===== src/rtl/brht_pkg.sv =====
// ----------------------------------------------------------------------------
// brht_pkg
// Shared types, constants and the bucket hash for the revoke hash table.
// ----------------------------------------------------------------------------
package brht_pkg;

   localparam int unsigned BUCKETS_DEFAULT = 256;
   localparam int unsigned WAYS_DEFAULT    = 4;
   localparam int          HASH_SHIFT_A    = 6;
   localparam int          HASH_SHIFT_B    = 13;
   localparam int          HASH_SHIFT_C    = 12;
   localparam int unsigned QUEUE_DEPTH     = 2;

   localparam logic [2:0] OP_REVOKE = 3'd0;
   localparam logic [2:0] OP_CANCEL = 3'd1;
   localparam logic [2:0] OP_SET    = 3'd2;
   localparam logic [2:0] OP_TEST   = 3'd3;
   localparam logic [2:0] OP_POP    = 3'd4;
   localparam logic [2:0] OP_CLEAR  = 3'd5;

   localparam logic [1:0] STATUS_OK    = 2'd0;
   localparam logic [1:0] STATUS_FULL  = 2'd1;
   localparam logic [1:0] STATUS_EMPTY = 2'd2;

   // Classified operation handed from the front to the back.
   typedef enum logic [2:0] {
      KIND_INSERT,
      KIND_SET,
      KIND_CANCEL,
      KIND_TEST,
      KIND_POP,
      KIND_CLEAR,
      KIND_NOP
   } kind_type;

   typedef struct packed {
      kind_type    kind;
      logic [31:0] block;
      logic [31:0] sequence_id;
      logic [31:0] hash;
   } cmd_type;

   // Logical shift by a signed count; negative counts shift right.
   function automatic logic [31:0] shift_signed(input logic [31:0] v, input int count);
      logic [31:0] r;
      r = '0;
      if (count >= 0) begin
         if (count < 32) r = v << count;
      end else begin
         if (-count < 32) r = v >> (-count);
      end
      return r;
   endfunction

   function automatic logic [31:0] hash_of(input logic [31:0] b, input int s);
      return shift_signed(b, s - HASH_SHIFT_A) ^ (b >> HASH_SHIFT_B) ^
             shift_signed(b, s - HASH_SHIFT_C);
   endfunction

   // a later than b under wraparound order
   function automatic logic seq_later(input logic [31:0] a, input logic [31:0] b);
      logic [31:0] d;
      d = a - b;
      return (d != 32'd0) && !d[31];
   endfunction

endpackage


===== src/rtl/brht_front.sv =====
// ----------------------------------------------------------------------------
// brht_front
// Accepts commands, decodes the opcode and hashes the block number.
// ----------------------------------------------------------------------------
module brht_front #(
   parameter int unsigned BUCKETS = brht_pkg::BUCKETS_DEFAULT
) (
   input  logic              clock,
   input  logic              reset,
   input  logic              accept,
   input  logic [2:0]        opcode,
   input  logic [31:0]       block_number,
   input  logic [31:0]       sequence_id,
   output logic              cmd_valid,
   output brht_pkg::cmd_type cmd
);

   localparam int HASH_BITS = $clog2(BUCKETS);

   logic              cmd_valid_ff;
   brht_pkg::cmd_type cmd_ff;
   brht_pkg::cmd_type cmd_in;

   always_comb begin
      cmd_in.block       = block_number;
      cmd_in.sequence_id = sequence_id;
      cmd_in.hash        = brht_pkg::hash_of(block_number, HASH_BITS);
      case (opcode)
         brht_pkg::OP_REVOKE: cmd_in.kind = brht_pkg::KIND_INSERT;
         brht_pkg::OP_CANCEL: cmd_in.kind = brht_pkg::KIND_CANCEL;
         brht_pkg::OP_SET:    cmd_in.kind = brht_pkg::KIND_SET;
         brht_pkg::OP_TEST:   cmd_in.kind = brht_pkg::KIND_TEST;
         brht_pkg::OP_POP:    cmd_in.kind = brht_pkg::KIND_POP;
         brht_pkg::OP_CLEAR:  cmd_in.kind = brht_pkg::KIND_CLEAR;
         default:             cmd_in.kind = brht_pkg::KIND_NOP;
      endcase
   end

   always_ff @(posedge clock) begin
      if (reset) begin
         cmd_valid_ff <= 1'b0;
      end else begin
         cmd_valid_ff <= accept;
      end
      if (accept) cmd_ff <= cmd_in;
   end

   assign cmd_valid = cmd_valid_ff;
   assign cmd       = cmd_ff;

endmodule


===== config.mk =====
export PLATFORM = sky130hd
export DESIGN_NAME = brht_front
export DESIGN_NICKNAME = d
export VERILOG_FILES = /design/src/rtl/brht_pkg.sv /design/src/rtl/brht_front.sv
export SDC_FILE = /design/constraint.sdc
export NUM_CORES = 1
export LEC_CHECK = 0
export BUFFER_PORTS_ARGS = -buffer_cell sky130_fd_sc_hd__buf_2
export CAP_MARGIN = 10
export CORE_MARGIN = 2
export CORE_UTILIZATION = 35
export DETAILED_ROUTE_END_ITERATION = 6
export MAX_ROUTING_LAYER = met4
export PLACE_DENSITY = 0.67
export SETUP_SLACK_MARGIN = 0.02
export SYNTH_ARGS = -nofsm -noshare
export SYNTH_HDL_FRONTEND = slang
export SYNTH_SLANG_ARGS = --single-unit
export TNS_END_PERCENT = 1

===== constraint.sdc =====
create_clock -name clock -period 0.8 [get_ports clock]
set_input_delay 0 -clock clock [delete_from_list [all_inputs] [get_ports clock]]
set_output_delay 0 -clock clock [all_outputs]
set_load 0.05 [all_outputs]

==> results.toml <==
[synthesis]
seq_area_frac_synth = 0.862
synth_common_cells = "edfxtp_1, xnor2_1, xor2_1"
synth_nets = 221
syn_area_mm2 = 0.00333
synthFlopType = "edfxtp_1"
ys_ff_latch = 96
synth_top_area_cell = "edfxtp_1"
synth_edf_count = 95
async_flop_share = 0
yosysUniqueCellTypes = 11
yosysWarnings = 0
yosysMostFrequentCell = "edfxtp_1"
synth_top_area_share = 0.856
synth_area_leaders = "edfxtp_1, xnor2_1, xor2_1"
syn_inst = 151
syn_avg_cell_area_um2 = 22.1

[placement]
io_buffers = 169
place_ws_ps = 73.7
routabilityCongestion = 0.701
dp_hpwl_um = 4980
postPlaceCellArea_mm2 = 0.00436
placed_cells_incl_taps = 447

[detailed_routing]
routed_wl_um = 8070
drt_iter0_drc = 35
drt-pass1-iter-count = 4
vias = 2214
vias_per_cell = 4.15
antenna_left = 0
wire_per_inst_um = 15.1
drc = 0

[finish]
n_antenna_cell = 0
fin_area_mm2 = 0.00591
fin_util = 0.640
final_nets = 469
synthToLayoutAreaGrowth_pct = 77.3
post_route_cells_drive_above_1_share = 0.465
fill_cells = 667
instances_no_fill = 533

[sta]
max_clock_freq_mhz = 1040
hold_viol_final = 0
maxSlewHeadroom = 0.837
period_needed_ps = 963
final-setup-viol-count = 100
grt_setup_unrepaired = "true"
worst_pin_slew_ps = 245
timing.final.crit_share = 1.20
fin_ws_ps = -163
report.final.slew_viol_count = 0

[floorplanning]
pin_count = 170
die-area_mm2 = 0.0103
core_area_mm2 = 0.00924
start_util = 0.361
die_w_um = 102
num_rows = 35
die_h_um = 102

[clocking]
clk_transition_reported_paths_ps = 90
clk_path_buf_depth = 2
tritoncts = "done"
cts_buffers = 9
clock-root-buffer = "clkbuf_8"
cts_sinks = 96
htreeDepth = 3
ctsHoldBuffers = 70
postCtsSetupBuffers = 0

[global_route]
track_usage = 0.159
grt_pass1_wl_um = 11900
antenna_found_initial = 0
grt_max_degree = 45
grt_overflow_total = 0
grt_pass1_vias = 2394

[power]
p_leak_nw = 2.39
total_power_mw = 13.6
peakVddDrop_mv = 1.30
p_per_area_mw_per_mm2 = 2300

[setup_path]
crit_chain = "buf_6"
path_class = "register to primary output"
critical_path.top_delay_family = "flip-flops"
critPathLaunchType = "register"
required_ps = 800
path_max_fanout = 2
arrival_ps = 960
path_buf_inv = 1
cp_slowest_cell = "edfxtp_1"
cp-end-kind = "primary output"
max_stage_delay_ps = 440

[outcome]
status = "finished with violations"
violations = "negative setup slack"

[worst_hold_path]
min_path_type = "primary input to register"

[job]
cap_viol_max_count = 0
[worst paths after layout]
kind	startpoint	to	depth (start not counted)
worst min-delay path	opcode[1]	cmd[97]	2
worst max-delay path	cmd[91]	cmd[91]	1
[layout by cell type, fill, tap and decap left out, types with 2 or more instances in the layout]
cell type and n:
clkbuf_8 10, buf_4 6, buf_2 69, buf_6 95, bufinv_16 3, edfxtp_1 95, xnor2_1 34, dlygate4sd3_1 68
clkbuf_1 3, buf_12 2, xor2_1 11
[logic make-up after synthesis]
logic type	share of synthesized area
AO/OA/AOI/OAI	0.00150
XOR/XNOR	0.118
buffers and inverters	0.0113
flip-flops	0.862
multiplexers	0.00338
AND/OR/NAND/NOR	0.00413
[final cells by class]
class	count	area [um2]	area share
flip-flops and latches	96	2870	0.486
repair buffers	242	2210	0.374
multi-input cells	49	424	0.0718
well taps	129	161	0.0273
clock buffers	13	149	0.0252
clock inverters	3	90.1	0.0152
inverters	1	3.75	0.000635
[metal layers]
layer | vias to the layer above | routed length, um | global-route usage
met1 | 1055 | 2960 | 0.167
met5 | - | 0 | -
met3 | 8 | 522 | 0.0442
met2 | 101 | 4490 | 0.284
met4 | 0 | 92 | 0.0582
li1 | 1050 | - | -
[through the flow]
step	setup TNS [ps]	hold slack, ps
5_1_grt	-15530	-12.8
3_3_place_gp	0	156
2_1_floorplan	-242	71.6
4_1_cts	-13540	-42.1
3_5_place_dp	0	159
6_report	-10260	10.3
[where the power goes]
part           switching [mW]  internal, mW  leakage (nW)
clock network            1.54          2.17         0.118
registers               0.224          6.07         0.938
logic                    2.20          1.37          1.33
[what timing repair did]
item | CTS | global route
setup endpoints to repair | 100 | 101
gates resized for setup | 195 | 5
endpoints found under the hold margin | 87 | 1
pin swaps | 0 | 0
gates cloned | 0 | 0
[flip-flops by register name, indices dropped and copies added (netlist names)]
name,cells
cmd,95
cmd_valid,1
Power figures use the tool's default switching activity.
