**src/rtl/brht_pkg.sv**
```systemverilog
// ----------------------------------------------------------------------------
// brht_pkg
// Shared types, constants and the bucket hash for the revoke hash table.
// ----------------------------------------------------------------------------
package brht_pkg;

   localparam int unsigned BUCKETS_DEFAULT = 256;
   localparam int unsigned WAYS_DEFAULT    = 4;
   localparam int          HASH_SHIFT_A    = 6;
   localparam int          HASH_SHIFT_B    = 13;
   localparam int          HASH_SHIFT_C    = 12;
   localparam int unsigned QUEUE_DEPTH     = 2;

   localparam logic [2:0] OP_REVOKE = 3'd0;
   localparam logic [2:0] OP_CANCEL = 3'd1;
   localparam logic [2:0] OP_SET    = 3'd2;
   localparam logic [2:0] OP_TEST   = 3'd3;
   localparam logic [2:0] OP_POP    = 3'd4;
   localparam logic [2:0] OP_CLEAR  = 3'd5;

   localparam logic [1:0] STATUS_OK    = 2'd0;
   localparam logic [1:0] STATUS_FULL  = 2'd1;
   localparam logic [1:0] STATUS_EMPTY = 2'd2;

   // Classified operation handed from the front to the back.
   typedef enum logic [2:0] {
      KIND_INSERT,
      KIND_SET,
      KIND_CANCEL,
      KIND_TEST,
      KIND_POP,
      KIND_CLEAR,
      KIND_NOP
   } kind_type;

   typedef struct packed {
      kind_type    kind;
      logic [31:0] block;
      logic [31:0] sequence_id;
      logic [31:0] hash;
   } cmd_type;

   // Logical shift by a signed count; negative counts shift right.
   function automatic logic [31:0] shift_signed(input logic [31:0] v, input int count);
      logic [31:0] r;
      r = '0;
      if (count >= 0) begin
         if (count < 32) r = v << count;
      end else begin
         if (-count < 32) r = v >> (-count);
      end
      return r;
   endfunction

   function automatic logic [31:0] hash_of(input logic [31:0] b, input int s);
      return shift_signed(b, s - HASH_SHIFT_A) ^ (b >> HASH_SHIFT_B) ^
             shift_signed(b, s - HASH_SHIFT_C);
   endfunction

   // a later than b under wraparound order
   function automatic logic seq_later(input logic [31:0] a, input logic [31:0] b);
      logic [31:0] d;
      d = a - b;
      return (d != 32'd0) && !d[31];
   endfunction

endpackage

```
**src/rtl/brht_queue.sv**
```systemverilog
// ----------------------------------------------------------------------------
// brht_queue
// Short FIFO of classified commands between the front and the back.
// ----------------------------------------------------------------------------
module brht_queue (
   input  logic              clock,
   input  logic              reset,
   input  logic              push,
   input  brht_pkg::cmd_type push_cmd,
   input  logic              pop,
   output logic              not_empty,
   output logic              full,
   output brht_pkg::cmd_type head
);

   localparam int DEPTH = brht_pkg::QUEUE_DEPTH;
   localparam int PTR_BITS = (DEPTH > 1) ? $clog2(DEPTH) : 1;

   brht_pkg::cmd_type       slot_ff [DEPTH];
   logic [PTR_BITS-1:0]     rd_ff, rd_in, wr_ff, wr_in;
   logic [PTR_BITS:0]       count_ff, count_in;

   function automatic logic [PTR_BITS-1:0] bump(input logic [PTR_BITS-1:0] p);
      return (p == PTR_BITS'(DEPTH - 1)) ? '0 : p + 1'b1;
   endfunction

   always_comb begin
      rd_in    = pop  ? bump(rd_ff) : rd_ff;
      wr_in    = push ? bump(wr_ff) : wr_ff;
      count_in = count_ff + {{PTR_BITS{1'b0}}, push} - {{PTR_BITS{1'b0}}, pop};
   end

   always_ff @(posedge clock) begin
      if (reset) begin
         rd_ff    <= '0;
         wr_ff    <= '0;
         count_ff <= '0;
      end else begin
         rd_ff    <= rd_in;
         wr_ff    <= wr_in;
         count_ff <= count_in;
      end
      if (push) slot_ff[wr_ff] <= push_cmd;
   end

   assign not_empty = count_ff != '0;
   assign full      = count_ff == (PTR_BITS+1)'(DEPTH);
   assign head      = slot_ff[rd_ff];

endmodule

```
**config.mk**
```make
export PLATFORM = sky130hd
export DESIGN_NAME = brht_queue
export DESIGN_NICKNAME = d
export VERILOG_FILES = /design/src/rtl/brht_pkg.sv /design/src/rtl/brht_queue.sv
export SDC_FILE = /design/constraint.sdc
export NUM_CORES = 1
export LEC_CHECK = 0
export ABC_AREA = 1
export BUFFER_PORTS_ARGS = -buffer_cell sky130_fd_sc_hd__buf_2
export CAP_MARGIN = 10
export CORE_ASPECT_RATIO = 0.9
export CORE_MARGIN = 3
export CORE_UTILIZATION = 45
export DETAILED_ROUTE_END_ITERATION = 16
export PLACE_DENSITY_LB_ADDON = 0.05
export SLEW_MARGIN = 15
export SYNTH_ARGS = -nofsm -noshare
export SYNTH_HDL_FRONTEND = slang
export SYNTH_SLANG_ARGS = --single-unit
```
**constraint.sdc**
```tcl
create_clock -name clock -period 7.4 [get_ports clock]
set_clock_uncertainty 0.05 [all_clocks]
set_input_delay 1.48 -clock clock [delete_from_list [all_inputs] [get_ports clock]]
set_output_delay 1.48 -clock clock [all_outputs]
set_load 0.03 [all_outputs]
```
==> impl_metrics.tcl <==
set metrics [dict create \
    synthCells 339 \
    cp-end-kind "output pin" \
    drc 0 \
    synth_top_family_by_area "multiplexers" \
    pin_count 204 \
    final_core_util_pct 58.5 \
    period_needed_ns 4.16 \
    timing.fmax_ghz 0.240 \
    hold_class "reg2reg" \
    grt_start_max_net_pins 72 \
    die_h_um 128 \
    cts_root_buf "clkbuf_16" \
    ant_nets 0 \
    mostFrequentLayoutCells "203 x buf_2, 198 x edfxtp_1, 89 x mux2_2" \
    setup_viol 0 \
    synthToLayoutAreaGrowth_pct 24.7 \
    r2r_end "slot_ff[0][28]$_DFFE_PP_" \
    post_cts_buffers 0 \
    htree_levels 1 \
    slew_violations 0 \
    first_pass_iters 4 \
    final_cell_count_no_fill 773 \
    clkLatencyLatePin_ns 0.48 \
    crit_path_start_kind "flop" \
    grt_remaining_overflow 0 \
    tightest_slew_ns 0.955 \
    fin_crit_sh_pct 56.3 \
    rows 43 \
    avgViaCountPerCell 4.89 \
    drt-total-wl_um 13800 \
    wl_per_cell_um 17.9 \
    diodes 0 \
    max_stage_delay_ns 0.77 \
    synth_seq_area_share_pct 81.7 \
    whs_path_depth 2 \
    cts_tree "yes" \
    fp.dieArea_mm2 0.0180 \
    yosys.area_share.simple_pct 0.744 \
    rsz0062_at_grt "false" \
    numCtsBuffers 21 \
    placed_cells 736 \
    syn_nets 444 \
    holdBufCountCts 0 \
    grt_pass1_vias 4100 \
    power_leakage_nw 3.50 \
    syn_area_mm2 0.00740 \
    cts_buffer_depth 3 \
    path_clk_slew_ns 0.06 \
    nNetsFinal 662 \
    vias 3779 \
    antenna_found_initial 3 \
    outcome "finished clean" \
    crit_chain "buf_4 -> mux2_2 -> buf_2" \
    synth_compound_area_share_pct 0.0677 \
    synthXorXnorAreaFrac_pct 0.118 \
    post_synth_main_area_contributors "edfxtp_1 80%, mux2_2 14%, mux2_4 2.0%" \
    hp-start "rd_ff$_SDFFE_PP0P_" \
    p_per_area_mw_per_mm2 283 \
    criticalPathCategory "reg2out" \
    clkSinkCount 203 \
    muxShareOfSynthArea_pct 15.6 \
    vdd_drop_max_v 0.000201 \
    synthAdderAreaFrac_pct 0.338 \
    fill_cells 1275 \
    final_common_cell "buf_2" \
    design_area_mm2 0.00922 \
    reg2regPathDepth 2 \
    worstPathArrival_ns 2.63 \
    min_to "rd_ff$_SDFFE_PP0P_" \
    yosys.area.top_type "edfxtp_1" \
    maxCapViolations 0 \
    grt_use_total_pct 15.0 \
    timing.reg2reg.setup_slack_ns 4.99 \
    slowest_stage "dfxtp_4" \
    r2r-start "wr_ff$_SDFFE_PP0P_" \
    hold_viol 0 \
    cp_max_fo 52 \
    ys_ff_latch 203 \
    drtIter0Drc 187 \
    coreArea_mm2 0.0158 \
    yosysUniqueCellTypes 14 \
    p_total_mw 2.61 \
    drive_gt1_share_pct 58.3 \
    cts.repair.resized 0 \
    die_x_um 141 \
    portBuffers 203 \
    fin_tns_setup_ns 0 \
    initial_core_util_pct 46.9 \
    crit_required_ns 5.87 \
    dpl_cell_area_mm2 0.00863 \
    dp_hpwl_um 8960 \
    grt_pass1_wl_um 21100 \
    place_congestion 0.733 \
    syn_area_per_cell_um2 21.8 \
    relSlewSlack_pct 36.3 \
    synth_top_area_share_pct 80.4 \
    ys_warn_count 0 \
]
-- routing by layer --
metal  vias to the layer above  GRT usage [%]  wire length [um]
met5                         -              0                28
met4                         6           3.76               301
met3                        28           5.24              1140
met2                       139           24.7              6650
met1                      1842           19.1              5720
li1                       1764              -                 -
-- synthesized netlist by cell type --
| master | instances |
|---|---|
| edfxtp_1 | 198 |
| inv_1 | 8 |
| buf_6 | 3 |
| nand2_1 | 5 |
| dfxtp_1 | 5 |
| ha_1 | 2 |
| mux2_2 | 89 |
| mux2_4 | 10 |
| nor3_1 | 1 |
| a21oi_1 | 1 |
| buf_2 | 8 |
| xnor2_1 | 1 |
| nor2_1 | 7 |
| nand3_1 | 1 |
-- where the power goes --
part / leakage (nW) / switching, mW / internal [mW]
sequential: 1.90 / 0.0232 / 1.33
combinational: 1.31 / 0.219 / 0.123
clock: 0.287 / 0.391 / 0.522
-- how the worst max path moves through the flow --
stage | to | slack [ns]
3_5_place_dp | slot_ff[0][19]$_DFFE_PP_ | 3.61
3_3_place_gp | slot_ff[0][19]$_DFFE_PP_ | 3.65
6_report | head[71] | 3.24
2_1_floorplan | slot_ff[0][0]$_DFFE_PP_ | 1.13
5_1_grt | head[41] | 3.08
4_1_cts | head[37] | 3.17
-- cell type report --
class | instances | area (um2) | share of cell area (%)
repair buffers | 206 | 1040 | 11.3
clock inverters | 9 | 41.3 | 0.448
flip-flops and latches | 203 | 6050 | 65.6
clock buffers | 28 | 552 | 5.98
well taps | 202 | 253 | 2.74
multi-input cells | 117 | 1250 | 13.6
inverters | 8 | 32.5 | 0.353
-- registers in the layout (all words and copies together) (netlist names), named ones only --
register	cells
count_ff	2
wr_ff	1
rd_ff	1
slot_ff	198
-- critical path, delay by kind of cell (launching register included) --
kind	cells	cell delay [ns]
buffers and inverters	2	0.90
DFF	1	0.77
muxes	1	0.41
-- stage by stage --
stage | hold slack, ns | worst slack (ns)
final | 0.473 | 3.24
after global routing | 0.517 | 3.08
after CTS | 0.473 | 3.17
after detailed placement | 0.461 | 3.61
after global placement | 0.446 | 3.65
after floorplan | 0.430 | 1.13
-- cells by family (layout without fill, tap and decap cells) --
logic type,after synthesis,in the layout
compound gates,1,1
simple gates,14,14
xor+xnor,1,1
mux,99,99
buf+inv,19,251
flops,203,203
fa+ha+maj,2,2
Note: power is estimated with default switching activity, not from simulation.
